### src/rtl/swmm_ram.sv
// Generic single write port, single read port RAM with registered read data.
`timescale 1ns / 1ps
module swmm_ram #(
  parameter int WIDTH = 8,
  parameter int DEPTH = 16,
  parameter int AW    = (DEPTH > 1) ? $clog2(DEPTH) : 1
) (
  input  logic             clk,
  input  logic             we,
  input  logic [AW-1:0]    waddr,
  input  logic [WIDTH-1:0] wdata,
  input  logic [AW-1:0]    raddr,
  output logic [WIDTH-1:0] rdata
);
  logic [WIDTH-1:0] mem [0:DEPTH-1];

  always_ff @(posedge clk) begin
    if (we) begin
      mem[waddr] <= wdata;
    end
    rdata <= mem[raddr];
  end
endmodule

### config.mk
export PLATFORM = sky130hd
export DESIGN_NAME = swmm_ram
export DESIGN_NICKNAME = d
export VERILOG_FILES = /design/src/rtl/swmm_ram.sv
export SDC_FILE = /design/constraint.sdc
export NUM_CORES = 1
export LEC_CHECK = 0
export BUFFER_PORTS_ARGS = -buffer_cell sky130_fd_sc_hd__buf_4
export CAP_MARGIN = 40
export CORE_MARGIN = 4
export CORE_UTILIZATION = 50
export DETAILED_ROUTE_END_ITERATION = 7
export PLACE_DENSITY = 0.76
export SYNTH_ARGS = -nofsm -noshare
export SYNTH_HDL_FRONTEND = slang
export SYNTH_SLANG_ARGS = --single-unit
### constraint.sdc
create_clock -name clk -period 4.1 [get_ports clk]
set_clock_uncertainty 0.1 [all_clocks]
set_input_delay 0.82 -clock clk [delete_from_list [all_inputs] [get_ports clk]]
set_output_delay 0.82 -clock clk [all_outputs]
set_load 0.05 [all_outputs]
-- Word level (Yosys, flattened, before mapping)
Memories as Yosys holds them, arrays and structs flattened. A register that Yosys moved wholly into a read port is not among the register bits.
Index checks and enable logic that the tools add are counted.
- memory bits (read-only): 0
- flip-flop bits (word level): 0
- memories: 1
- output and inout bits: 8
- bits in writable memories: 128
- word-level logic and storage cells: 3
- latch bits: 0
- input port bits: 18
- multipliers: 0
- bitwise operators: 0
- divide/modulo/power cells: 0
- reductions and logical operators: 0
- $add $sub $neg: 0
- multiplexer cells: 2
- shift-type cells: 0
- eq/ne operators: 0
- magnitude comparators: 0
- memory list (memory ; words ; bits a word ; read ports ; clocked after memory_dff ; wr ports ; RTL line ; text):
    mem ; 16 ; 8 ; 1 ; 1 ; 1 ; 15 ; logic [WIDTH-1:0] mem [0:DEPTH-1];
- operators by type and width (cell ; count):
    $mux W1 ; 2

-- Longest topological paths before layout
- depth after elaboration: 2
- gate-level depth with buffers: 5
- gate-level depth less buffers: 3

-- Worst setup path after synthesis
OpenSTA, ideal clock, no wires.
- kind: in2reg
- start: input port waddr[2]
- end: memory mem[0][0], enable pin
- buffers on the path: 0
- data arrival time: 1.930 ns
- required time: 3.617 ns
- setup time: 0.383 ns
- stages on the path: 2
- slack: 1.687 ns
- cell sequence: or3b_2 > nor3_1
- RTL lines (what ; RTL line ; text):
    start, declared ; 10 ; input logic [AW-1:0] waddr,
    end, declared ; 15 ;
Straight into the memory's write port.

-- Final worst setup path
- start: input port waddr[2]
- end: memory mem[3][5], enable pin
Straight into the memory's write port.

==> results.yml <==
timing:
  fin_crit_ns: 2.08
  finalMaxSlewViolations: 0
  finalHoldViolations: 0
  fmax_ghz: 0.480
  relSlewSlack_pct: 43.9
  rsz0062_at_grt: "false"
  timing.hold.ws_ns: 0.520
  tns_ns: 0
  setup_viol: 0
  worstMarginPinSlew_ns: 0.839
  final_min_period_over_clock_period_pct: 50.8
finish:
  finalNetCount: 285
  area.sequential_um2: 4000
  layout-drive-gt1-share_pct: 28.2
  finalCoreUtilization_pct: 60.6
  area_delta_synth_final_pct: 16.6
  finish.cell_count_without_fillers: 413
  layout.filler_cells: 688
  insertedDiodeCount: 0
  multiInputGateArea_um2: 1060
yosys:
  netlist_cell_types: 19
  number_of_synthesized_flops_with_an_enable_pin: 128
  synthesis.area_um2: 5150
  async_flop_share_pct: 0
  yosysMostFrequentCell: "sky130_fd_sc_hd__edfxtp_1"
  synth_commonest_cells: "sky130_fd_sc_hd__edfxtp_1, sky130_fd_sc_hd__mux4_2, sky130_fd_sc_hd__a22oi_1"
  syn_nets: 247
  postSynthCellCount: 229
  yosysWarningCount: 0
  yosys_most_used_dff: "sky130_fd_sc_hd__edfxtp_1"
  synthDominantCellAreaShare_pct: 74.7
  synth_seq_cells: 136
  synth.top_cells.by_area: "sky130_fd_sc_hd__edfxtp_1, sky130_fd_sc_hd__mux4_2, sky130_fd_sc_hd__mux4_1"
  ys_seq_area_share_pct: 77.8
  post_synth.cell_area_avg_um2: 22.5
  netlist.top_cell.by_area: "sky130_fd_sc_hd__edfxtp_1"
job:
  cap_violations: 0
worst_setup_path:
  crit_fanout: 8
  crit_path_start_kind: "input pin"
  critPathArrivalTime_ns: 2.13
  timing_worst_setup_path_type: "in2reg"
  cp_data_required_time_ns: 4.15
  rrSetupSlack_ns: 2.59
  endpoint_kind: "flip-flop"
detailed_routing:
  drt_first_iter_violations: 190
  drc: 0
  dr.pass1.iters: 5
  met2_length_um: 4560
  met1Wirelength_um: 4320
  routed_length_per_instance_um: 23.9
  drt.antenna.violating_nets: 0
  via_count: 2406
  highest-signal-layer: "met4"
  final_wl_um: 9880
  post_drt_via_cell_ratio: 5.83
  routed-wl-met3_um: 734
pwr:
  p_leak_uw: 0.00200
  power-per-cell-area_nw_per_um2: 527
  tot_pwr_uw: 3160
  max-vdd-ir-drop_uv: 312
clock_network:
  clk-insertion-delay-late_ns: 0.53
  htree_num_levels: 4
  cts.path.max_buffers: 2
  postCtsSetupBuffers: 0
  hold_buffers: 0
  cts_root_buf: "sky130_fd_sc_hd__clkbuf_8"
  cts.repair.resized: 0
  tritoncts_clock_tree: "yes"
  reg_clk_slew_reported_paths_ns: 0.06
  numClockSinks: 136
  tritoncts_buffers: 17
outcome:
  run_status: "completed"
global_routing:
  maximum_number_of_pins_on_one_net_before_global_route_repair: 33
  globalRouteOverflowTotal: 0
  grt_antenna_before_repair: 0
  global_route_wire_length_before_repair_um: 15300
  grt_use_total_pct: 18.7
  vias_in_the_first_global_route: 2529
placed_design:
  io_buffers: 25
  post-place-cells: 381
  place.detailed.hpwl_um: 6020
  gp_congestion: 0.783
die:
  die_y_um: 109
  num_io_pins: 26
  core_area_um2: 9910
  initial_utilization_pct: 51.9
  std_cell_rows: 36
  fp.dieArea_um2: 12000
  die_width_um: 109
worst_hold_path:
  timing.hold.worst.class: "in2reg"
-- sequential cells by signal, indices dropped and copies added, names as in the netlist --
name   cells
mem      128
rdata      8
-- placed cells by master (no fill, tap or decap) --
master / n
sky130_fd_sc_hd__nor2b_1: 1
sky130_fd_sc_hd__dfxtp_1: 8
sky130_fd_sc_hd__clkinv_1: 1
sky130_fd_sc_hd__nor3_1: 4
sky130_fd_sc_hd__inv_6: 7
sky130_fd_sc_hd__nand2b_1: 2
sky130_fd_sc_hd__nand3_1: 1
sky130_fd_sc_hd__nor2_1: 13
sky130_fd_sc_hd__a22oi_1: 16
sky130_fd_sc_hd__mux4_2: 18
sky130_fd_sc_hd__and2b_1: 1
sky130_fd_sc_hd__nand3b_1: 2
sky130_fd_sc_hd__clkinv_4: 2
sky130_fd_sc_hd__mux4_1: 14
sky130_fd_sc_hd__clkinvlp_4: 4
sky130_fd_sc_hd__clkbuf_8: 1
sky130_fd_sc_hd__edfxtp_1: 128
sky130_fd_sc_hd__clkbuf_16: 16
sky130_fd_sc_hd__bufinv_16: 1
sky130_fd_sc_hd__and2_1: 1
sky130_fd_sc_hd__buf_4: 29
sky130_fd_sc_hd__or3b_2: 1
sky130_fd_sc_hd__nand2_1: 9
-- critical path, cell delays in order --
cell and delay, ns:
sky130_fd_sc_hd__buf_4 0.12, sky130_fd_sc_hd__or3b_2 0.52, sky130_fd_sc_hd__nor2_1 0.67
-- stage by stage --
| step | cell area [µm²] | setup WS (ns) |
|---|---|---|
| after CTS | 6000 | 1.99 |
| final | 6000 | 2.02 |
| after global routing | 6000 | 1.95 |
| after global placement | 5430 | 1.48 |
| after detailed placement | 5450 | 1.48 |
| after floorplan | 5150 | 1.69 |
-- layout make-up --
class | instances | area share (%)
clock buffer | 17 | 6.90
clock inverter | 15 | 2.38
multi-input combinational | 83 | 17.6
sequential | 136 | 66.7
tap | 133 | 2.77
timing repair buffer | 29 | 3.63
-- power breakdown --
part | total, µW | leakage [µW] | switching, µW | internal, µW
registers | 1560 | 0.00122 | 9.03 | 1550
clock network | 1420 | 0.000261 | 602 | 816
logic | 181 | 0.000512 | 115 | 66.3
-- routing by layer --
layer | track usage (%) | vias up
met2 | 25.9 | 117
met3 | 5.28 | 21
li1 | - | 1049
met4 | 7.57 | 0
met5 | 0 | -
met1 | 28.1 | 1219
-- logic make-up (layout without fill, tap and decap cells) --
kind of cell           after synthesis  in the layout  share of synthesized area, %
muxes                               32             32                          15.0
AOI/OAI and AO/OA                   16             16                          2.33
buffers and inverters               10             61                          1.68
and+or+nand+nor                     35             35                          3.18
DFF                                136            136                          77.8
-- path summary, 6_finish.rpt --
path | startpoint | end | cells past startpoint
worst max-delay path | waddr[2] | mem[3][5]$_DFFE_PP_ | 3
worst min-delay path | wdata[0] | mem[4][0]$_DFFE_PP_ | 1
worst max register to register | mem[2][2]$_DFFE_PP_ | rdata[2]$_DFF_P_ | 3
worst min register to register | mem[14][5]$_DFFE_PP_ | rdata[5]$_DFF_P_ | 3
(Power assumes the default switching activity.)
