==> src/rtl/swmm_div.sv <==
// Restoring divider, one quotient bit per cycle.
`timescale 1ns / 1ps
module swmm_div #(
  parameter int NW = 33,
  parameter int DW = 9
) (
  input  logic          clk,
  input  logic          rst_n,
  input  logic          start,
  input  logic [NW-1:0] dividend,
  input  logic [DW-1:0] divisor,
  output logic          done,
  output logic [NW-1:0] quotient
);
  localparam int IW = $clog2(NW + 1);

  logic [NW-1:0] q_r, q_nxt;
  logic [DW-1:0] rem_r, rem_nxt;
  logic [IW-1:0] it_r, it_nxt;
  logic [DW:0]   trial;
  logic          take;

  assign trial = {rem_r, q_r[NW-1]};
  assign take  = trial >= {1'b0, divisor};

  always_comb begin
    q_nxt   = q_r;
    rem_nxt = rem_r;
    it_nxt  = it_r;
    if (start) begin
      q_nxt   = dividend;
      rem_nxt = '0;
      it_nxt  = IW'(NW);
    end else if (it_r != '0) begin
      rem_nxt = take ? DW'(trial - {1'b0, divisor}) : DW'(trial);
      q_nxt   = {q_r[NW-2:0], take};
      it_nxt  = it_r - 1'b1;
    end
  end

  always_ff @(posedge clk) begin
    if (!rst_n) begin
      it_r <= '0;
    end else begin
      it_r <= it_nxt;
    end
    q_r   <= q_nxt;
    rem_r <= rem_nxt;
  end

  assign done     = (it_r == '0);
  assign quotient = q_r;
endmodule

==> config.mk <==
export PLATFORM = sky130hd
export DESIGN_NAME = swmm_div
export DESIGN_NICKNAME = d
export VERILOG_FILES = /design/src/rtl/swmm_div.sv
export SDC_FILE = /design/constraint.sdc
export NUM_CORES = 1
export LEC_CHECK = 0
export BUFFER_PORTS_ARGS = -buffer_cell sky130_fd_sc_hd__clkbuf_2
export CAP_MARGIN = 15
export CORE_ASPECT_RATIO = 1.4
export CORE_MARGIN = 2
export CORE_UTILIZATION = 51
export CTS_CLUSTER_SIZE = 16
export DETAILED_ROUTE_END_ITERATION = 16
export PLACE_DENSITY_LB_ADDON = 0.25
export REMOVE_ABC_BUFFERS = 1
export SLEW_MARGIN = 0
export SYNTH_ARGS = -nofsm -noshare
export SYNTH_HDL_FRONTEND = slang
export SYNTH_SLANG_ARGS = --single-unit
==> constraint.sdc <==
create_clock -name clk -period 2.8 [get_ports clk]
set_clock_uncertainty 0.15 [all_clocks]
set_input_delay 0.14 -clock clk [delete_from_list [all_inputs] [get_ports clk]]
set_output_delay 0.14 -clock clk [all_outputs]
set_load 0.005 [all_outputs]
-- Word level (Yosys, flattened, before mapping)
Cells that the tools add are included.
Widths: inputs -> output; s select.
- register bits: 48
- bits in latches: 0
- RAM bits: 0
- ROM bits: 0
- input bits: 45
- output and inout port bits: 34
- logic and storage cells: 17
- memories: 0
- add/subtract/negate cells: 2
- multiply operators: 0
- div/mod/pow operators: 0
- magnitude comparators: 1
- eq/ne operators: 0
- shift operators: 0
- muxes and demuxes: 5
- bitwise gates (word level): 1
- reduce and logical (&&, ||, !) cells: 4
- operator list (kind ; count):
    $mux 33 ; 2
    $mux 6 ; 2
    $ge 10x9->1 ; 1
    $mux 9 ; 1
    $sub 9x9->9 ; 1
    $logic_not 6->1 ; 1
    $reduce_bool 6->1 ; 1
    $sub 6x1->6 const B ; 1
    $reduce_bool 2->1 ; 1
    $reduce_or 2->1 ; 1
    $not 1->1 ; 1

-- Depth between registers and ports, before layout
Gate-level depths: netlist (run 1).
- word-level depth: 3
- gate-level depth with buffers: 11
- depth with buffers taken out: 10

-- Worst setup path before layout (run 1)
No wires, ideal clock.
- kind: register -> register
- start point: register q_r[32] (netlist: quotient[32])
- end point: register rem_r[2]
- library setup time: 0.122 ns
- data arrival time: 2.247 ns
- required time: 2.528 ns
- slack: 0.281 ns
- stages on the path, launching flop included: 12
- buffers on the path: 1
- clock period less this slack: 2.519 ns
- cell sequence: edfxtp_1 inv_1 ha_1 inv_1 fa_1 a211oi_1 o21bai_1 o21ai_2 and2_4 buf_6 nor4_1 a311o_1
- longest elaborated chain between the ends: 2
- elaborated cells on any way between the ends: 3
- those cells by class: 1 x add/sub; 1 x order compare; 1 x mux
- RTL lines (item ; line ; text):
    start: declaration ; 17 ; logic [NW-1:0] q_r, q_nxt;
    start signal: assignment ; 47 ; q_r <= q_nxt;
    $sub 9x9->9 / $ge 10x9->1 (equally long branches) ; 35, 24 ;
    $mux 9 (*) ; 35 ; rem_nxt = take ? DW'(trial - {1'b0, divisor}) : DW'(trial);
    end signal: assignment ; 48 ; rem_r <= rem_nxt;
    end: declaration ; 18 ; logic [DW-1:0] rem_r, rem_nxt;
Every way passes the cells marked *; elsewhere a longest branch is shown, timed or not.
A chain may end at the register's enable or synchronous reset.

-- Final worst setup path (run 1)
Ends and elaborated chain as after synthesis.

==> results of run 1 <==
[critical path: stages, from the launching register on]
cell and delay [ps]:
edfxtp_1 420, inv_1 80, ha_1 160, inv_1 60, fa_1 420, a211oi_2 260
o21bai_1 160, o21ai_2 180, and2_4 230, nor4_1 60, a311o_1 330
[per-layer routing]
layer	global-route usage [%]	vias to the layer above	wire length, um
met4	9.091	0	96
li1	-	1006	-
met5	0	-	0
met3	5.195	8	283
met1	24.77	968	2468
met2	43.33	56	3298
[cells by family (layout without fill, tap and decap cells)]
| family | Yosys count | count (layout) | share of synthesized area, % |
|---|---|---|---|
| multiplexers | 34 | 34 | 15.28 |
| flip-flops | 48 | 48 | 51.70 |
| AND/OR/NAND/NOR | 51 | 51 | 10.02 |
| buffers and inverters | 24 | 138 | 3.958 |
| adder cells (fa/ha/maj) | 11 | 11 | 5.812 |
| XOR/XNOR | 7 | 7 | 2.455 |
| AO/OA/AOI/OAI | 37 | 37 | 10.77 |
[area by class of cell]
class | count | area [um^2] | area share, %
multi-input combinational | 140 | 1112 | 32.80
clock inverter | 3 | 25.02 | 0.7380
inverter | 16 | 60.06 | 1.771
tap | 64 | 80.08 | 2.362
sequential | 48 | 1291 | 38.08
timing repair buffer | 114 | 753.2 | 22.21
clock buffer | 5 | 68.82 | 2.030
[how the worst min path moves through the flow]
| stage | to | depth (start not counted) | startpoint | slack (ps) |
|---|---|---|---|---|
| after detailed placement | quotient[4]$_DFFE_PP_ | 2 | dividend[4] | 300 |
| final | quotient[3]$_DFFE_PP_ | 2 | dividend[3] | 6 |
| after global routing | quotient[3]$_DFFE_PP_ | 2 | dividend[3] | 6 |
| after floorplan | rem_r[5]$_SDFFE_PP0N_ | 1 | start | 60 |
| after CTS | quotient[11]$_DFFE_PP_ | 2 | dividend[11] | 0.4 |
| after global placement | quotient[23]$_DFFE_PP_ | 2 | dividend[23] | 290 |
[per-stage QoR]
stage          cells  cell area (um^2)  total power, mW  setup slack, ps  hold WS, ps
2_1_floorplan    204              2459            1.772            140.3        57.86
3_3_place_gp     350              2972            2.094            255.6        292.0
3_5_place_dp     350              2972            2.118            154.4        295.4
4_1_cts          389              3376            2.584            152.0       0.3617
5_1_grt          390              3391            2.764            45.71        5.903
6_report         390              3391            2.603            199.2        5.873
[power groups by stage]
| stage | sequential (mW) | clock, mW | combinational, mW |
|---|---|---|---|
| after detailed placement | 1.12 | 0 | 0.996 |
| after floorplan | 1.10 | 0 | 0.672 |
| after global routing | 1.14 | 0.459 | 1.17 |
| final | 1.12 | 0.431 | 1.06 |
| after global placement | 1.12 | 0 | 0.975 |
| after CTS | 1.11 | 0.437 | 1.04 |
[flip-flops by register name (all words and copies together) (netlist names)]
register  flops
quotient     33
rem_r         9
it_r          6
[cell usage in the layout, fill, tap and decap left out, types with 3 or more instances in the layout]
cell type / count
clkbuf_8: 5
clkbuf_2: 78
dfxtp_1: 15
dlygate4sd3_1: 32
ha_1: 10
a211oi_1: 4
buf_4: 3
nor3_1: 4
edfxtp_1: 33
nand2_1: 13
o21a_1: 3
xnor2_1: 5
a21oi_1: 6
a2111oi_0: 3
inv_1: 16
mux2_2: 33
o21ai_0: 9
nor2_1: 18
[timing repair]
action                     CTS  global route
hold endpoints to repair    36             1
gates resized for setup      0             1
hold buffers                31             1
setup endpoints to repair    0             3
==> qor.yml, run 1 <==
sta:
  fin_crit_sh_pct: 92.89
  tightest_slew_ps: 496.8
  tns_ps: 0
  finalSetupViolCount: 0
  hold_viol_final: 0
  maxSlewHeadroom_pct: 66.88
  fin_crit_ps: 2601
  finalMaxSlewViolations: 0
  rsz0062_at_grt: "no"
  fmax_ghz: 0.3845
yosys:
  synth_top_area_share_pct: 39.68
  yosys-top-cells-count: "edfxtp_1, mux2_2, nor2_1"
  synthArstFlopShare_pct: 0
  synth_cell_types: 43
  yosysSeqAreaShare_pct: 51.70
  yosys-top-cells-area: "edfxtp_1, mux2_2, dfxtp_1"
  ys.flop_type: "edfxtp_1"
  syn_inst: 212
  synth_top_cell_by_area: "edfxtp_1"
  synth-seq-cells: 48
  avgSynthCellArea_um2: 11.78
  synth.cell_area_um2: 2497
  synth-edff-count: 33
  yosysWarnings: 0
layout:
  finalNetCount: 381
  fillers: 369
  area_growth_syn_to_layout_pct: 35.77
  drive_gt1_share_pct: 40.18
  utilization_pct: 71.13
  n_antenna_cell: 0
clock_network:
  clkTransAtPathRegs_ps: 90
  cts_tree: "yes"
  clk_latency_ps: 310
  clk_path_buf_depth: 2
  cts_htree_levels: 2
  cts_buffers: 5
  postCtsSetupBuffers: 0
  clock_sinks: 48
  cts-root-buf: "clkbuf_8"
global_route:
  grt_pass1_wl_um: 9680
  grt_pass1_vias: 2077
  grt_max_degree: 25
  overflow: 0
  grt.total_usage_pct: 23.03
  antenna_found_initial: 0
job:
  drv_cap: 0
detailed_routing:
  wl_um: 6147
  via_per_inst: 5.226
  ant_nets: 0
  post_drt_wl_per_cell_um: 15.76
  drt_iter0_markers: 84
  dr_total_vias: 2038
  drt_pre_antenna_iters: 4
  drc: 0
critical_path:
  timing.rr.start: "quotient[32]$_DFFE_PP_"
  crit_path_end_kind: "flip-flop"
  endpoint: "rem_r[2]$_SDFFE_PP0N_"
  crit_required_ps: 2850
  r2r-end: "rem_r[2]$_SDFFE_PP0N_"
  arrival_ps: 2650
  path_max_fanout: 10
  start_kind: "flip-flop"
  rrSetupSlack_ps: 200
  startpoint: "quotient[32]$_DFFE_PP_"
  reg2reg_depth: 10
  critical_path_class: "reg2reg"
power:
  p_clk_share_pct: 16.5
  p_int_mw: 1.667
  p_sw_mw: 0.9357
  p_seq_share_pct: 42.9
  vdd_drop_max_mv: 0.5743
  switching_share_pct: 35.95
  combPwrFrac_pct: 40.6
  p_leak_nw: 1.484
  power.density_nw_per_um2: 767.6
min_path:
  hold_class: "in2reg"
floorplanning:
  core_um2: 4767
  rows: 30
  die_area_um2: 5480
  ios: 79
  fp.dieH_um: 86.80
  die-width_um: 63.14
  initial_utilization_pct: 52.39
place:
  place.gp.congestion: 0.8780
  portBuffers: 78
  hpwlAfterDp_um: 3919
run_status:
  outcome: "finished clean"
(Power assumes the default switching activity.)
==> run 2, diff against run 1 <==
Clock period 2.8 ns to 2.7 ns, I/O delays scaled along.
==> qor.yml, run 2 (synthesis gave the netlist of run 1 again) <==
layout:
  finalNetCount: 384
  layout_commonest_cell: "clkbuf_2"
  drive_gt1_share_pct: 40.73
  n_antenna_cell: 0
  fillers: 350
  area_growth_syn_to_layout_pct: 37.58
  layout_common_cells: "clkbuf_2, mux2_2, dlygate4sd3_1, edfxtp_1, nor2_1"
  largest_register_ff_count: 33
  final_cell_area_um2: 3436
clock_network:
  cts_tree: "yes"
  cts_htree_levels: 2
  cts-root-buf: "clkbuf_8"
  clk_latency_ps: 300
  cts_buffers: 5
  clkTransAtPathRegs_ps: 90
  clock_sinks: 48
  clk_path_buf_depth: 2
floorplanning:
  die_area_um2: 5480
  core_um2: 4767
  initial_utilization_pct: 52.39
  ios: 79
  die-width_um: 63.14
  fp.dieH_um: 86.80
  rows: 30
place:
  hpwlAfterDp_um: 3897
  place.gp.congestion: 0.8365
  dpl_cell_area_um2: 2972
  portBuffers: 78
critical_path:
  slowest_stage: "edfxtp_1"
  slowest_delay_ps: 420
  crit_required_ps: 2610
  path_max_fanout: 6
  start_kind: "flip-flop"
  cpMostUsedCell: "inv_1"
  crit_path_end_kind: "flip-flop"
  arrival_ps: 2390
  path_delay_family: "compound AO/OA/AOI/OAI gates"
  cp.buffers_inverters: 2
  crit_chain: "inv_1 > ha_1 > inv_1 > fa_2 > a211oi_2 > o21bai_2 > o21ai_2 > nand2_1 > mux2_2"
  critical_path_class: "reg2reg"
power:
  p_leak_nw: 1.511
  p_sw_mw: 0.9557
  power.density_nw_per_um2: 816.1
  combPwrFrac_pct: 40.4
  p_int_mw: 1.848
  p_clk_share_pct: 18.4
  vdd_drop_max_mv: 0.5603
  switching_share_pct: 34.09
  p_seq_share_pct: 41.3
sta:
  tns_ps: 0
  maxSlewHeadroom_pct: 68.08
  fin_crit_sh_pct: 91.83
  finalSetupViolCount: 0
  hold_viol_final: 0
  finalMaxSlewViolations: 0
  fmax_ghz: 0.4033
  fin_crit_ps: 2479
  tightest_slew_ps: 466.7
  rsz0062_at_grt: "no"
global_route:
  grt_pass1_vias: 2018
  grt_pass1_wl_um: 9418
  antenna_found_initial: 0
  overflow: 0
  grt_max_degree: 29
  grt.total_usage_pct: 22.46
detailed_routing:
  via_per_inst: 5.221
  post_drt_wl_per_cell_um: 15.38
  drt_pre_antenna_iters: 4
  dr_total_vias: 2052
  ant_nets: 0
  wl_um: 6043
  drc: 0
  drt_iter0_markers: 85
min_path:
  hold_class: "in2reg"
run_status:
  outcome: "finished clean"
job:
  drv_cap: 0
run 2: cell count changes in the layout (fill, tap and decap cells not counted), sizes merged:
cell,delta
buf,+2
bufinv,+1
clkbuf,+1
clkinv,+1
clkinvlp,-1
dlygate4sd3,+1
inv,-2
run 2: layout make-up:
cell class,instances,area (um^2),area share (%)
clock inverter,2,35.03,1.020
timing repair buffer,117,778.2,22.65
sequential,48,1291,37.58
clock buffer,6,72.57,2.112
tap,64,80.08,2.331
inverter,16,60.06,1.748
multi-input combinational,140,1119,32.56
run 2: per-stage QoR:
| step | util [%] | hold WS [ps] | power (mW) | std cells | worst slack, ps |
|---|---|---|---|---|---|
| after floorplan | - | 52.86 | 1.837 | 204 | 40.30 |
| after global placement | 62.34 | 282.8 | 2.172 | 350 | 153.0 |
| after detailed placement | 62.34 | 275.0 | 2.186 | 350 | 41.15 |
| after CTS | 71.31 | 2.966 | 2.740 | 390 | 22.18 |
| after global routing | 72.07 | 9.073 | 2.974 | 393 | 63.56 |
| final | 72.07 | 12.57 | 2.804 | 393 | 220.6 |
run 2: power by group through the flow:
| stage | Combinational (mW) | Sequential, mW | Clock (mW) |
|---|---|---|---|
| after detailed placement | 1.02 | 1.16 | 0 |
| final | 1.13 | 1.16 | 0.515 |
| after floorplan | 0.697 | 1.14 | 0 |
| after global routing | 1.25 | 1.18 | 0.549 |
| after global placement | 1.01 | 1.16 | 0 |
| after CTS | 1.07 | 1.15 | 0.517 |
run 2: metal layers:
layer | vias to the layer above | global-route usage, % | part of all wire (%)
li1 | 1017 | - | -
met1 | 966 | 25.57 | 41
met2 | 62 | 41.39 | 53
met3 | 7 | 4.545 | 4.9
met4 | 0 | 8.081 | 1.7
met5 | - | 0 | 0
run 2: what timing repair did:
item,CTS,global route
gates resized for setup,0,3
buffers inserted,0,2
endpoints found under the hold margin,36,1
hold buffers,32,1
endpoints found under the setup margin,0,9
run 2: final timing paths:
kind                           from  slack (ps)                     to  cells after the start
min reg2reg    it_r[5]$_SDFFE_PN0P_         360   it_r[5]$_SDFFE_PN0P_                      2
min                     dividend[0]          10  quotient[0]$_DFFE_PP_                      2
max reg2reg  quotient[32]$_DFFE_PP_         220  quotient[0]$_DFFE_PP_                      9
max          quotient[32]$_DFFE_PP_         220  quotient[0]$_DFFE_PP_                      9
run 2: worst register-to-register path, stage by stage (launching register included):
cell,delay [ps]
edfxtp_1,420
inv_1,80
ha_1,160
inv_1,60
fa_2,360
a211oi_2,250
o21bai_2,130
o21ai_2,160
nand2_1,160
mux2_2,320
==> run 3, diff against run 2 <==
Settings changed: CAP_MARGIN 15 to default, CORE_UTILIZATION 51 to 46.
Clock period 2.7 ns to 2.26 ns, I/O delays scaled along.
==> qor.yml, run 3 (synthesis gave the netlist of run 1 again) <==
power:
  p_int_mw: 2.437
  combPwrFrac_pct: 46.0
  switching_share_pct: 33.65
  p_leak_nw: 1.611
  p_seq_share_pct: 36.7
  p_sw_mw: 1.236
  vdd_drop_max_mv: 0.6973
  p_clk_share_pct: 17.4
  power.total_mw: 3.673
  power.density_nw_per_um2: 1013
floorplanning:
  die_area_um2: 6043
  ios: 79
  initial_utilization_pct: 48.05
  rows: 31
  fp.dieH_um: 91.18
  die-width_um: 66.28
  core_um2: 5197
layout:
  fillers: 387
  area_growth_syn_to_layout_pct: 45.19
  finalNetCount: 405
  multi_input_area_um2: 1144
  regArea_um2: 1291
  layout_commonest_cell: "clkbuf_2"
  utilization_pct: 69.76
  layout_common_cells: "clkbuf_2, dlygate4sd3_1, mux2_2, edfxtp_1, buf_4"
  n_antenna_cell: 0
  largest_register_ff_count: 33
  drive_gt1_share_pct: 45.71
critical_path:
  arrival_ps: 2450
  reg2reg_depth: 10
  rrSetupSlack_ps: -150
  r2r-end: "rem_r[2]$_SDFFE_PP0N_"
  timing.rr.start: "quotient[32]$_DFFE_PP_"
  path_delay_family: "compound AO/OA/AOI/OAI gates"
  endpoint: "rem_r[2]$_SDFFE_PP0N_"
  slowest_delay_ps: 390
  critical_path_class: "reg2reg"
  crit_required_ps: 2300
  cp.buffers_inverters: 2
  path_max_fanout: 8
  crit_path_end_kind: "flip-flop"
  start_kind: "flip-flop"
  crit_chain: "inv_1 > ha_2 > inv_2 > fa_2 > a211oi_2 > o21bai_1 > o21ai_2 > and2_4 > nor4_2 > a311o_1"
  startpoint: "quotient[32]$_DFFE_PP_"
  path_depth: 10
  slowest_stage: "edfxtp_1"
place:
  place.gp.congestion: 0.8733
  hpwlAfterDp_um: 4169
  portBuffers: 78
global_route:
  grt_pass1_wl_um: 9942
  grt.total_usage_pct: 21.35
  grt_max_degree: 35
  overflow: 0
  antenna_found_initial: 0
  grt_pass1_vias: 2211
sta:
  hold_viol_final: 0
  maxSlewHeadroom_pct: 70.49
  fmax_ghz: 0.4154
  fin_crit_sh_pct: 106.5
  tightest_slew_ps: 442.6
  finalSetupViolCount: 9
  fin_crit_ps: 2407
  whs_ps: 46.01
  finalMaxSlewViolations: 0
  rsz0062_at_grt: "yes"
  fin_ws_ps: -147.4
detailed_routing:
  dr_total_vias: 2124
  drc: 0
  drt_iter0_markers: 72
  drt_pre_antenna_iters: 4
  wl_um: 6049
  ant_nets: 0
  via_per_inst: 5.106
  post_drt_wl_per_cell_um: 14.54
run_status:
  outcome: "finished with violations"
  violations: "negative setup slack"
clock_network:
  cts_htree_levels: 2
  cts-root-buf: "clkbuf_8"
  clk_latency_ps: 300
  cts_tree: "yes"
  clk_path_buf_depth: 2
  cts_buffers: 5
  clkTransAtPathRegs_ps: 100
  clock_sinks: 48
job:
  drv_cap: 0
min_path:
  hold_class: "in2reg"
  min_from: "start"
run 3: cell types whose count changed in the layout (fill, tap and decap cells not counted), sizes merged:
| cell | change |
|---|---|
| buf | +20 |
| clkbuf | -1 |
| clkinv | -1 |
| clkinvlp | +1 |
| dlygate4sd3 | +1 |
| inv | +1 |
run 3: layout make-up:
type                    instances  area share (%)
inverters                      16           1.656
flip-flops and latches         48           35.61
repair buffers                138           25.74
clock buffers                   5           1.898
multi-input cells             140           31.54
well taps                      66           2.277
clock inverters                 3           1.277
run 3: routing by layer:
layer	up-vias	global-route usage, %	wire length (um)
met4	0	8.503	151
met1	1001	24.29	2402
met3	15	4.709	219
met2	55	37.67	3276
li1	1053	-	-
met5	-	0	0
run 3: worst min path at each step:
stage | end | slack (ps) | cells after the start
global route | rem_r[5]$_SDFFE_PP0N_ | 40 | 2
global placement | it_r[0]$_SDFFE_PN0P_ | 250 | 3
floorplan | rem_r[5]$_SDFFE_PP0N_ | 30 | 1
finish | rem_r[5]$_SDFFE_PP0N_ | 50 | 2
CTS | rem_r[5]$_SDFFE_PP0N_ | 40 | 2
detailed placement | it_r[5]$_SDFFE_PN0P_ | 260 | 3
run 3: metrics by stage:
step	setup TNS, ps	cell area [um^2]	setup WS [ps]	instances
after global routing	-2139	3626	-270.7	416
after global placement	-1565	3119	-236.1	373
after floorplan	-14350	2459	-399.7	204
after detailed placement	-2392	3119	-316.9	373
final	-919.8	3626	-147.4	416
after CTS	-999.1	3626	-154.9	416
run 3: power by group through the flow:
stage / clock network [mW] / registers (mW) / logic [mW]
finish: 0.638 / 1.35 / 1.69
detailed placement: 0 / 1.37 / 1.53
global placement: 0 / 1.36 / 1.50
floorplan: 0 / 1.36 / 0.832
global route: 0.684 / 1.38 / 1.84
CTS: 0.652 / 1.35 / 1.67
run 3: what timing repair did:
action,CTS,global route
resized for setup,12,3
endpoints found under the setup margin,10,10
hold endpoints to repair,39,0
pin swaps,16,3
buffers inserted,1,0
hold buffers,34,0
