`src/rtl/swmm_pkg.sv`:
```
// Package: sizes, field widths and cell control for the window statistics block.
`timescale 1ns / 1ps
package swmm_pkg;
  localparam int SWMM_WINDOW      = 300;
  localparam int SWMM_SAMPLE_BITS = 24;
  localparam int IN_SAMPLE_W      = 24;
  localparam int COUNT_W          = 9;
  localparam int MEAN_W           = 24;
  localparam int MED_W            = 25;

  typedef struct packed {
    logic clr;      // empty every cell
    logic upd;      // delete/insert step
    logic del_en;   // a held value leaves in this step
    logic load_sh;  // copy keys into the shadow line
    logic shift;    // move shadow line one cell toward cell 0
  } cell_ctrl_t;
endpackage

```
`src/rtl/swmm_cell.sv`:
```
// One cell of the sorted chain: holds a key and a shadow copy used to read out the median.
`timescale 1ns / 1ps
module swmm_cell import swmm_pkg::*; #(
  parameter int KW = 25
) (
  input  logic          clk,
  input  logic          rst_n,
  input  cell_ctrl_t    ctrl,
  input  logic [KW-1:0] old_key,
  input  logic [KW-1:0] new_key,
  input  logic          prev_ok,
  input  logic [KW-1:0] key_prev,
  input  logic          d_prev,
  input  logic [KW-1:0] key_next,
  input  logic [KW-1:0] sh_next,
  output logic [KW-1:0] key,
  output logic          d_self,
  output logic [KW-1:0] sh
);
  localparam logic [KW-1:0] INF = {1'b1, {(KW-1){1'b0}}};

  logic [KW-1:0] key_r, key_nxt, sh_r, sh_nxt;
  logic [KW-1:0] a_prev, a_self;

  // d_self: this cell sits at or above the slot being deleted
  assign d_self = ctrl.del_en && (key_r >= old_key);
  // neighbors as they stand after the delete
  assign a_prev = d_prev ? key_r : key_prev;
  assign a_self = d_self ? key_next : key_r;

  always_comb begin
    key_nxt = key_r;
    if (ctrl.clr) begin
      key_nxt = INF;
    end else if (ctrl.upd) begin
      if (prev_ok && (a_prev >= new_key)) begin
        key_nxt = a_prev;
      end else if (a_self >= new_key) begin
        key_nxt = new_key;
      end else begin
        key_nxt = a_self;
      end
    end
  end

  always_comb begin
    sh_nxt = sh_r;
    if (ctrl.load_sh) begin
      sh_nxt = key_r;
    end else if (ctrl.shift) begin
      sh_nxt = sh_next;
    end
  end

  always_ff @(posedge clk) begin
    if (!rst_n) begin
      key_r <= INF;
    end else begin
      key_r <= key_nxt;
    end
    sh_r <= sh_nxt;
  end

  assign key = key_r;
  assign sh  = sh_r;
endmodule

```
`config.mk`:
```
export PLATFORM = sky130hd
export DESIGN_NAME = swmm_cell
export DESIGN_NICKNAME = d
export VERILOG_FILES = /design/src/rtl/swmm_pkg.sv /design/src/rtl/swmm_cell.sv
export SDC_FILE = /design/constraint.sdc
export NUM_CORES = 1
export LEC_CHECK = 0
export BUFFER_PORTS_ARGS = -buffer_cell sky130_fd_sc_hd__buf_2
export CAP_MARGIN = 20
export CORE_MARGIN = 1
export CORE_UTILIZATION = 52
export CTS_CLUSTER_DIAMETER = 80
export CTS_CLUSTER_SIZE = 12
export DETAILED_ROUTE_END_ITERATION = 8
export HOLD_SLACK_MARGIN = 0.02
export PLACE_DENSITY = 0.94
export SLEW_MARGIN = 20
export SYNTH_ARGS = -nofsm -noshare
export SYNTH_HDL_FRONTEND = slang
export SYNTH_SLANG_ARGS = --single-unit
```
`constraint.sdc`:
```
create_clock -name clk -period 6.02 [get_ports clk]
set_input_delay 1.806 -clock clk [delete_from_list [all_inputs] [get_ports clk]]
set_output_delay 1.806 -clock clk [all_outputs]
set_load 0.005 [all_outputs]
```
[Word level (Yosys, flattened, before mapping)]
Cells that the tools add are included.
Operators by class
  reductions and logical operators: 4
  $lt $le $gt $ge: 3
  mux-type cells: 6
  bitwise logic cells: 1
Operators with widths (count)
  $mux 25: 6
  $ge 25x25->1: 3
  $logic_and 1x1->1: 2
  $reduce_bool 2->1: 1
  $reduce_or 2->1: 1
  $not 1->1: 1
Storage, ports and cells
  register bits: 50
  bits of input ports: 134

[Longest topological paths before layout]
Gate-level depths: netlist (run 1).
  depth in word-level cells: 6
  gate-level depth with buffers: 21

[Worst setup path before layout (run 1)]
Ideal clock, no wire load.
  path type: input to register
  start point: in old_key[7]
  end point: reg key_r[10] (netlist: key[10])
  setup time: 0.074 ns
  setup slack: 0.559 ns
  path buffers: 5
  arrival: 5.386 ns
  required time: 5.946 ns
  cell stages on the path: 21
  cell sequence: inv_1 -> ha_1 -> and4_4 -> nor3b_1 -> a311o_1 -> buf_2 -> a22o_1 -> buf_6 -> buf_4 -> o211ai_1 -> inv_1 -> ha_1 -> nand4_1 -> o21ai_0 -> a21oi_1 -> a21oi_1 -> or3_1 -> clkbuf_1 -> clkbuf_1 -> o211ai_1 -> a31oi_1
On the way
  longest elaborated chain between the ends: 6
RTL lines
  from (decl): line swmm_cell.sv:9  | input logic [KW-1:0] old_key,
  $ge 25x25->1 *: line swmm_cell.sv:26  | assign d_self = ctrl.del_en && (key_r >= old_key);
  $logic_and 1x1->1 *: line swmm_cell.sv:26
  $mux 25 *: line swmm_cell.sv:29  | assign a_self = d_self ? key_next : key_r;
  $ge 25x25->1: line swmm_cell.sv:38  | end else if (a_self >= new_key) begin
  $mux 25 *: line swmm_cell.sv:38
  $mux 25 *: line swmm_cell.sv:36  | if (prev_ok && (a_prev >= new_key)) begin
  to (signal assigned): line swmm_cell.sv:59  | key_r <= key_nxt;
  to (decl): line swmm_cell.sv:22  | logic [KW-1:0] key_r, key_nxt, sh_r, sh_nxt;
Mark *: on every way between the ends. The rest lies on a longest branch, timed or not.
A chain may end at the register's enable or synchronous reset.

[Final worst setup path (run 1)]
  start point: in old_key[10]
  end point: out d_self
On the way
  longest elaborated chain between the ends: 2
RTL lines
  $ge 25x25->1: line swmm_cell.sv:26
  $logic_and 1x1->1: line swmm_cell.sv:26
  to (decl): line swmm_cell.sv:17  | output logic d_self,
No other way between the ends.

==> reports/results.tsv, run 1 <==
stage	metric	value	unit
run_status	status	complete, no violations	
worst_setup_path	required time of the critical path	4.21	ns
worst_setup_path	Worst Path Max Fanout	25	
yosys	leading post-synthesis cells by cell area	sky130_fd_sc_hd__ha_1 (17%), sky130_fd_sc_hd__edfxtp_1 (14%), sky130_fd_sc_hd__mux2_2 (9.9%)	
route	Via-to-Cell Ratio	6.549	
timing	ratio of final minimum period to clock period	93.47	%
pwr	leakage power total	3.313	nW
clock_tree	total of cells resized after clock tree synthesis	0	
place	pre-CTS setup slack	0.4253	ns
global_routing	vias in the first global route	5747	
yosys	number of distinct library cell variants in the gate-level netlist after synthesis	51	
yosys	register bit count reported by yosys	50	
yosys	dominant register cell in the synthesized netlist	sky130_fd_sc_hd__edfxtp_1	
yosys	number of nets produced by synthesis	861	
worst_setup_path	Arr. time, crit path	3.82	ns
pwr	power density cells	159.2	nW/µm²
timing	transition time at the pin with the least slew margin	1.119	ns
floorplanning	Placement Rows	37	
global_routing	overall overflow remaining after global route	0	
yosys	warning count from the yosys run	0	
place	PortBufs	184	
pwr	peak supply drop	0.0001416	V
floorplanning	Core Region	10320	µm²
timing	final setup fails	0	
clock_tree	clock slew seen by the registers of the worst setup and hold paths	0.10	ns
route	Iter 0 DRT Violations	572	
yosys	cell taking the most area after synthesis	sky130_fd_sc_hd__ha_1	
yosys	synthesized area	5555	µm²
timing	worst-case headroom to the max-slew limit	25.03	%
cells_and_area	Post-layout nets	1020	
clock_tree	clock insertion delay at the later pin of the skew report	0.30	ns
timing	worst-case setup margin in the final layout	0.3933	ns
clock_tree	H-tree depth reported by CTS	2	
floorplanning	overall die width	105.4	µm
clock_tree	root cell of the clock tree	sky130_fd_sc_hd__clkbuf_8	
global_routing	total routing usage reported by global routing	32.93	%
timing	setup repair after global routing missed its margin	no	
place	Routability Congestion	0.9448	
route	WL per Instance	20.03	µm
timing	count of final max-slew check failures	0	
yosys	top-area cell type share of the netlist area	16.89	%
worst_setup_path	cells on worst reg2reg path	16	
worst_setup_path	Top cell by count, worst path	sky130_fd_sc_hd__buf_2	
route	detailed-router iteration count before antenna repair	6	
global_routing	pin count of the biggest net entering global routing	45	
yosys	Cells after Synth	652	
yosys	post-synthesis async set-or-reset flop share	0	%
timing	highest clock rate	177.7	MHz
yosys	Post-Synthesis Mean Instance Area	8.520	µm²
route	drt drc	0	
clock_tree	Post-CTS Hold Buffers	0	
worst_setup_path	ordered list of cells on the worst path	buf_2, inv_1, ha_1, and4_1, and4_4, a2111oi_4, buf_4, nor2_1, or2_4, buf_2	
place	cell area after placement	6593	µm²
worst_setup_path	Slowest cell on crit path	sky130_fd_sc_hd__ha_1	
clock_tree	clock buffer count from CTS	5	
yosys	sequential-to-total area share from yosys stat	22.52	%
timing	setup TNS	0	ns
clock_tree	CTS tree	yes	
timing	clock period minus final worst setup slack	5.627	ns
route	total vias in the final route	6222	
worst_setup_path	Worst Setup Path Type	input pin to output port	
worst_setup_path	slowest stage delay, CP	0.33	ns
flow_run	max-cap violations	0	
global_routing	global-route wire length before repair	29260	µm
clock_tree	sinks on the clock net	50	
place	HPWL reported at the end of detailed placement	14220	µm
worst_setup_path	endpoint class of the critical path	output port	
floorplanning	area enclosed by the die boundary	11100	µm²
global_routing	antenna violations before repair	2	
floorplanning	initial core utilization	53.81	%
floorplanning	I/O pin count	185	
clock_tree	postcts setup bufs	0	
route	final routed wirelength across all metal layers	19030	µm
floorplanning	vertical die dimension	105.4	µm
cells_and_area	fraction of layout instances using a drive strength above 1	34.73	%
min_path	Hold Crit Depth	2	
worst_setup_path	Worst setup SP type	input pin	
timing	setup clock skew after layout	0.008128	ns
min_path	class of the most critical hold timing path	flop to flop	
timing	number of hold violations in the final report	0	
yosys	Post-synth EDFFs	25	
cells_and_area	synth-to-layout area growth	20.74	%
clock_tree	Clock Path Buffers	2	
route	DRT antenna net count	0	
cells_and_area	post-route cell area	6708	µm²
==> power by group <==
| part | internal [mW] | total (mW) | switching [mW] | leakage [nW] |
|---|---|---|---|---|
| clock | 0.124 | 0.248 | 0.124 | 0.0514 |
| combinational | 0.181 | 0.411 | 0.230 | 2.79 |
| sequential | 0.384 | 0.408 | 0.0241 | 0.471 |
| total | 0.690 | 1.07 | 0.378 | 3.31 |
==> sequential cells by signal, summed over array words and instances (netlist names) <==
signal and cells:
key 25, sh 25
==> critical path, delay by kind of cell <==
kind | cells | cell delay (ns)
AOI/OAI and AO/OA | 1 | 0.33
adders and majority gates | 1 | 0.33
buffers and inverters | 4 | 0.59
and+or+nand+nor | 4 | 0.76
==> placed cells by master (no fill, tap or decap), drive strengths merged, types with 4 or more instances in the layout <==
cell	instances
ha	75
inv	55
and3	25
dfxtp	25
nand4	8
o31ai	24
o211ai	48
and4	8
a21oi	62
nand3	27
a211oi	6
nand2	21
buf	202
clkbuf	6
edfxtp	25
o21ai	63
nor2	10
mux2	49
o21a	4
a31oi	7
a32oi	24
==> final cells by class <==
cell class	instances	area [µm²]
diodes	2	5.005
clock buffers	6	72.57
clock inverters	2	37.54
fillers	832	3616
inverters	56	210.2
multi-input cells	496	3892
flip-flops and latches	50	1251
well taps	136	170.2
repair buffers	202	1069
==> layer usage <==
layer,GRT usage (%),vias up,wire length [µm]
li1,-,2845,-
met1,42.22,2895,7414
met2,54.37,418,8917
met3,6.617,64,2064
met4,12.37,0,630
met5,0,-,0
==> cells in the mapped netlist, drive strengths merged, types with 2 or more instances <==
| cell | n |
|---|---|
| ha | 75 |
| o21ai | 63 |
| a21oi | 62 |
| inv | 55 |
| mux2 | 49 |
| o211ai | 48 |
| clkbuf | 42 |
| nand3 | 27 |
| and3 | 25 |
| dfxtp | 25 |
| edfxtp | 25 |
| a32oi | 24 |
| o31ai | 24 |
| nand2 | 21 |
| nor2 | 10 |
| and4 | 8 |
| buf | 8 |
| nand4 | 8 |
| a31oi | 7 |
| a211oi | 6 |
| o21a | 4 |
| a21o | 3 |
| nor3 | 3 |
| o221ai | 3 |
| or2 | 3 |
| and2 | 2 |
| nand2b | 2 |
| nor2b | 2 |
| o21bai | 2 |
| or3 | 2 |
==> cells by family after synthesis <==
kind of cell	Yosys count	share of synthesized area (%)
AO/OA/AOI/OAI	256	31.49
flip-flops	50	22.52
multiplexers	50	10.11
adder cells (fa/ha/maj)	75	16.89
buffers and inverters	106	7.568
AND/OR/NAND/NOR	115	11.42
==> worst paths after layout <==
kind,from,to,slack (ns)
max reg2reg,key[10],key[24],1.73
max,old_key[10],d_self,0.39
min reg2reg,key[5],key[5],0.65
min,key[5],key[5],0.65
==> through the flow <==
step                      cells  hold WS (ns)  total power [mW]  util, %
after CTS                   948        0.6348             1.057    64.93
after global routing        949        0.6774             1.121    64.95
final                       950        0.6522             1.068    64.97
after floorplan             652        0.5547            0.6552        -
after global placement      940        0.6104            0.8008    63.86
after detailed placement    940        0.6199            0.8153    63.86
Note: power is estimated with default switching activity, not from simulation.
==> inputs of run 2 (changes only) <==
Settings changed: PLACE_DENSITY 0.94 to 0.82.
==> reports/results.tsv, run 2 (same netlist as run 1, synthesis figures left out) <==
stage	metric	value	unit
worst_setup_path	launch point of the worst reg-to-reg path	key[12]	
timing	transition time at the pin with the least slew margin	1.160	ns
floorplanning	initial core utilization	53.81	%
clock_tree	clock insertion delay at the later pin of the skew report	0.32	ns
run_status	status	complete, no violations	
cells_and_area	synth-to-layout area growth	20.16	%
timing	final setup fails	0	
cells_and_area	most frequent cells in the layout	sky130_fd_sc_hd__buf_2 (184), sky130_fd_sc_hd__ha_1 (75), sky130_fd_sc_hd__a21oi_1 (62), sky130_fd_sc_hd__o21ai_0 (62), sky130_fd_sc_hd__inv_1 (55)	
floorplanning	Placement Rows	37	
clock_tree	root cell of the clock tree	sky130_fd_sc_hd__clkbuf_8	
worst_setup_path	Worst setup SP type	input pin	
worst_setup_path	Arr. time, crit path	3.83	ns
timing	setup repair after global routing missed its margin	no	
min_path	worst hold start	key[22]	
timing	worst-case headroom to the max-slew limit	22.31	%
worst_setup_path	slowest stage delay, CP	0.34	ns
pwr	leakage power total	3.300	nW
cells_and_area	Inserted Diodes	0	
route	Iter 0 DRT Violations	532	
worst_setup_path	startpoint of the worst setup timing path	old_key[15]	
cells_and_area	fraction of layout instances using a drive strength above 1	34.81	%
worst_setup_path	Top cell by count, worst path	sky130_fd_sc_hd__buf_2	
timing	clock period minus final worst setup slack	5.631	ns
clock_tree	Post-CTS Hold Buffers	0	
worst_setup_path	required time of the critical path	4.21	ns
cells_and_area	most common cell after layout, fill and taps aside	sky130_fd_sc_hd__buf_2	
floorplanning	I/O pin count	185	
pwr	power density cells	155.8	nW/µm²
worst_setup_path	ordered list of cells on the worst path	buf_2, inv_1, ha_1, and4_1, and4_4, a2111oi_4, buf_4, nor2_1, or2_4, buf_2	
clock_tree	CTS tree	yes	
min_path	class of the most critical hold timing path	flop to flop	
route	total vias in the final route	6195	
place	total placed cells including tap cells	941	
cells_and_area	Post-layout nets	1021	
global_routing	vias in the first global route	5800	
floorplanning	vertical die dimension	105.4	µm
global_routing	pin count of the biggest net entering global routing	49	
place	pre-CTS setup slack	0.3964	ns
timing	setup TNS	0	ns
clock_tree	total of cells resized after clock tree synthesis	0	
place	HPWL reported at the end of detailed placement	14960	µm
timing	count of final max-slew check failures	0	
clock_tree	postcts setup bufs	0	
worst_setup_path	Slowest cell on crit path	sky130_fd_sc_hd__a2111oi_4	
worst_setup_path	top cell family by delay on the critical path	simple AND/OR/NAND/NOR gates	
timing	highest clock rate	177.6	MHz
cells_and_area	post-route cell area	6675	µm²
timing	setup clock skew after layout	0.01006	ns
route	Via-to-Cell Ratio	6.528	
pwr	peak supply drop	0.0001039	V
floorplanning	area enclosed by the die boundary	11100	µm²
global_routing	overall overflow remaining after global route	0	
route	WL per Instance	21.04	µm
timing	worst-case setup margin in the final layout	0.3887	ns
pwr	total chip power	1.040	mW
place	Routability Congestion	0.9951	
worst_setup_path	Worst Setup Path Type	input pin to output port	
clock_tree	clock slew seen by the registers of the worst setup and hold paths	0.10	ns
global_routing	antenna violations before repair	0	
place	cell area after placement	6588	µm²
worst_setup_path	count of buffer and inverter cells on the critical path	4	
clock_tree	Clock Path Buffers	2	
timing	number of hold violations in the final report	0	
cells_and_area	number of standard cells in the final layout excluding fillers	949	
floorplanning	Core Region	10320	µm²
place	PortBufs	184	
global_routing	total routing usage reported by global routing	35.27	%
clock_tree	sinks on the clock net	50	
floorplanning	overall die width	105.4	µm
flow_run	max-cap violations	0	
clock_tree	H-tree depth reported by CTS	2	
worst_setup_path	endpoint class of the critical path	output port	
route	drt drc	0	
clock_tree	clock buffer count from CTS	5	
worst_setup_path	Worst Path Max Fanout	25	
timing	ratio of final minimum period to clock period	93.54	%
global_routing	global-route wire length before repair	30430	µm
route	DRT antenna net count	0	
route	final routed wirelength across all metal layers	19970	µm
route	detailed-router iteration count before antenna repair	7	
## run 2: cell type report
cell class | count | area [µm²]
clock buffer | 6 | 72.57
clock inverter | 2 | 15.01
fill | 888 | 3649
inverter | 56 | 210.2
multi-input combinational | 496 | 3892
sequential | 50 | 1251
tap | 136 | 170.2
timing repair buffer | 203 | 1064
## run 2: worst paths after layout
path | to | slack [ns] | depth (start not counted)
setup / recovery | d_self | 0.39 | 10
hold / removal | key[22] | 0.63 | 2
setup reg to reg | key[24] | 1.70 | 16
hold reg to reg | key[22] | 0.63 | 2
## run 2: report_power, final
part	internal, mW	switching [mW]	total (mW)
Clock	0.0825	0.135	0.217
Combinational	0.179	0.234	0.413
Sequential	0.384	0.0251	0.409
Total	0.646	0.394	1.04
## run 2: worst reg2reg max path: stages (launching register included)
cell	delay [ns]
sky130_fd_sc_hd__dfxtp_1	0.58
sky130_fd_sc_hd__ha_1	0.33
sky130_fd_sc_hd__and4_1	0.22
sky130_fd_sc_hd__and4_4	0.21
sky130_fd_sc_hd__a2111oi_4	0.34
sky130_fd_sc_hd__buf_4	0.33
sky130_fd_sc_hd__o21ai_0	0.16
sky130_fd_sc_hd__o211ai_2	0.21
sky130_fd_sc_hd__ha_1	0.27
sky130_fd_sc_hd__a21oi_1	0.16
sky130_fd_sc_hd__o21ai_0	0.11
sky130_fd_sc_hd__a211oi_1	0.22
sky130_fd_sc_hd__nor2_1	0.08
sky130_fd_sc_hd__or3_1	0.39
sky130_fd_sc_hd__buf_4	0.20
sky130_fd_sc_hd__a211o_1	0.25
sky130_fd_sc_hd__a21o_1	0.16
## run 2: metal layers
layer / vias up / share of wire, % / GRT usage, %
li1: 2846 / - / -
met1: 2872 / 40 / 45.90
met2: 430 / 46 / 57.38
met3: 47 / 12 / 7.792
met4: 0 / 2.6 / 12.27
met5: - / 0 / 0
## run 2: metrics by stage
stage,utilization (%),hold slack (ns)
6_report,64.66,0.6319
5_1_grt,64.66,0.6599
4_1_cts,64.66,0.6229
3_5_place_dp,63.81,0.6085
3_3_place_gp,63.81,0.5893
2_1_floorplan,-,0.5547
==> inputs of run 3 (changes only) <==
Settings changed: RECOVER_POWER set to 50.
==> reports/results.tsv, run 3 (same netlist as run 1, synthesis figures left out) <==
stage	metric	value	unit
floorplanning	Core Region	10320	µm²
cells_and_area	fraction of layout instances using a drive strength above 1	33.21	%
floorplanning	I/O pin count	185	
clock_tree	root cell of the clock tree	sky130_fd_sc_hd__clkbuf_8	
place	Routability Congestion	0.9951	
place	cell area after placement	6588	µm²
route	DRT antenna net count	0	
pwr	sw frac	38.04	%
clock_tree	H-tree depth reported by CTS	2	
pwr	reported net switching power	0.3957	mW
run_status	status	complete, no violations	
pwr	part of the total power dissipated in the clock network	21.0	%
cells_and_area	most frequent cells in the layout	sky130_fd_sc_hd__buf_2 (171), sky130_fd_sc_hd__ha_1 (75), sky130_fd_sc_hd__a21oi_1 (62), sky130_fd_sc_hd__o21ai_0 (62), sky130_fd_sc_hd__inv_1 (55)	
timing	clock period minus final worst setup slack	5.620	ns
clock_tree	Post-CTS Hold Buffers	0	
floorplanning	vertical die dimension	105.4	µm
floorplanning	overall die width	105.4	µm
clock_tree	total of cells resized after clock tree synthesis	0	
global_routing	pin count of the biggest net entering global routing	49	
route	final routed wirelength across all metal layers	19970	µm
timing	highest clock rate	177.9	MHz
pwr	peak supply drop	0.0001058	V
route	drt drc	0	
place	HPWL reported at the end of detailed placement	14960	µm
global_routing	antenna violations before repair	0	
route	Iter 0 DRT Violations	550	
flow_run	max-cap violations	0	
floorplanning	Placement Rows	37	
timing	setup TNS	0	ns
worst_setup_path	Arr. time, crit path	3.81	ns
cells_and_area	most common cell after layout, fill and taps aside	sky130_fd_sc_hd__buf_2	
pwr	Comb power frac	39.6	%
clock_tree	Clock Path Buffers	2	
route	Via-to-Cell Ratio	6.471	
pwr	power density cells	156.2	nW/µm²
clock_tree	clock insertion delay at the later pin of the skew report	0.32	ns
cells_and_area	footprint of the flip-flops and latches	1251	µm²
worst_setup_path	required time of the critical path	4.21	ns
pwr	leakage power total	3.256	nW
timing	setup clock skew after layout	0.006804	ns
floorplanning	area enclosed by the die boundary	11100	µm²
timing	count of final max-slew check failures	0	
worst_setup_path	endpoint class of the critical path	output port	
clock_tree	sinks on the clock net	50	
global_routing	total routing usage reported by global routing	35.27	%
clock_tree	CTS tree	yes	
cells_and_area	synth-to-layout area growth	19.86	%
min_path	class of the most critical hold timing path	flop to flop	
route	WL per Instance	21.05	µm
timing	final setup fails	0	
cells_and_area	fillcell total	897	
global_routing	global-route wire length before repair	30430	µm
worst_setup_path	Worst setup SP type	input pin	
clock_tree	clock slew seen by the registers of the worst setup and hold paths	0.11	ns
cells_and_area	Post-layout nets	1021	
clock_tree	postcts setup bufs	0	
floorplanning	initial core utilization	53.81	%
clock_tree	clock buffer count from CTS	5	
pwr	proportion of power drawn by flip-flops and latches	39.3	%
route	total vias in the final route	6141	
timing	worst-case headroom to the max-slew limit	5.700	%
timing	transition time at the pin with the least slew margin	1.415	ns
place	PortBufs	184	
global_routing	vias in the first global route	5800	
cells_and_area	area occupied by multi-input gates	3892	µm²
worst_setup_path	Worst Setup Path Type	input pin to output port	
timing	number of hold violations in the final report	0	
cells_and_area	Inserted Diodes	0	
route	detailed-router iteration count before antenna repair	5	
cells_and_area	post-route cell area	6659	µm²
timing	ratio of final minimum period to clock period	93.36	%
pwr	internal cell power	0.6445	mW
worst_setup_path	Worst Path Max Fanout	25	
timing	setup repair after global routing missed its margin	no	
global_routing	overall overflow remaining after global route	0	
## run 3: cell types whose count changed in the layout (fill, tap and decap cells not counted)
cell,delta
sky130_fd_sc_hd__buf_2,-13
sky130_fd_sc_hd__clkbuf_1,+13
## run 3: worst paths after layout
check                           slack [ns]   startpoint  depth (start not counted)       to
worst max register to register        1.69      key[12]                         16  key[24]
worst max-delay path                  0.40  old_key[12]                         10   d_self
worst min register to register        0.63      key[22]                          2  key[22]
worst min-delay path                  0.63      key[22]                          2  key[22]
## run 3: metrics by stage
step	power, mW	util (%)	hold slack (ns)	instances	setup WS, ns
2_1_floorplan	0.6552	-	0.5547	652	0.5594
3_3_place_gp	0.8061	63.81	0.5893	941	0.4847
3_5_place_dp	0.8188	63.81	0.6085	941	0.3964
4_1_cts	1.030	64.66	0.6229	949	0.4168
5_1_grt	1.085	64.50	0.6611	949	0.3072
6_report	1.040	64.50	0.6278	949	0.3996
## run 3: worst max-delay path, cell delays in order
cell	delay [ns]
sky130_fd_sc_hd__buf_2	0.07
sky130_fd_sc_hd__inv_1	0.03
sky130_fd_sc_hd__ha_1	0.31
sky130_fd_sc_hd__and4_1	0.22
sky130_fd_sc_hd__and4_4	0.21
sky130_fd_sc_hd__a2111oi_4	0.34
sky130_fd_sc_hd__buf_4	0.33
sky130_fd_sc_hd__nor2_1	0.11
sky130_fd_sc_hd__or2_4	0.25
sky130_fd_sc_hd__buf_2	0.14
## run 3: per-layer routing
layer	global-route usage, %	wire length [µm]	vias to the layer above	share of wire, %
li1	-	-	2847	-
met1	45.90	8130	2857	41
met2	57.38	9100	390	46
met3	7.792	2180	47	11
met4	12.27	563	0	2.8
met5	0	0	-	0
## run 3: final cells by class
cell class,count,share of cell area (%)
multi-input cells,496,58.46
flip-flops and latches,50,18.79
repair buffers,203,15.73
inverters,56,3.157
well taps,136,2.555
clock buffers,6,1.090
clock inverters,2,0.2255
## run 3: power by group through the flow
stage | clock network [mW] | logic, mW | registers [mW]
2_1_floorplan | 0 | 0.247 | 0.408
3_3_place_gp | 0 | 0.392 | 0.415
3_5_place_dp | 0 | 0.403 | 0.416
4_1_cts | 0.216 | 0.405 | 0.408
5_1_grt | 0.223 | 0.450 | 0.411
6_report | 0.219 | 0.412 | 0.409
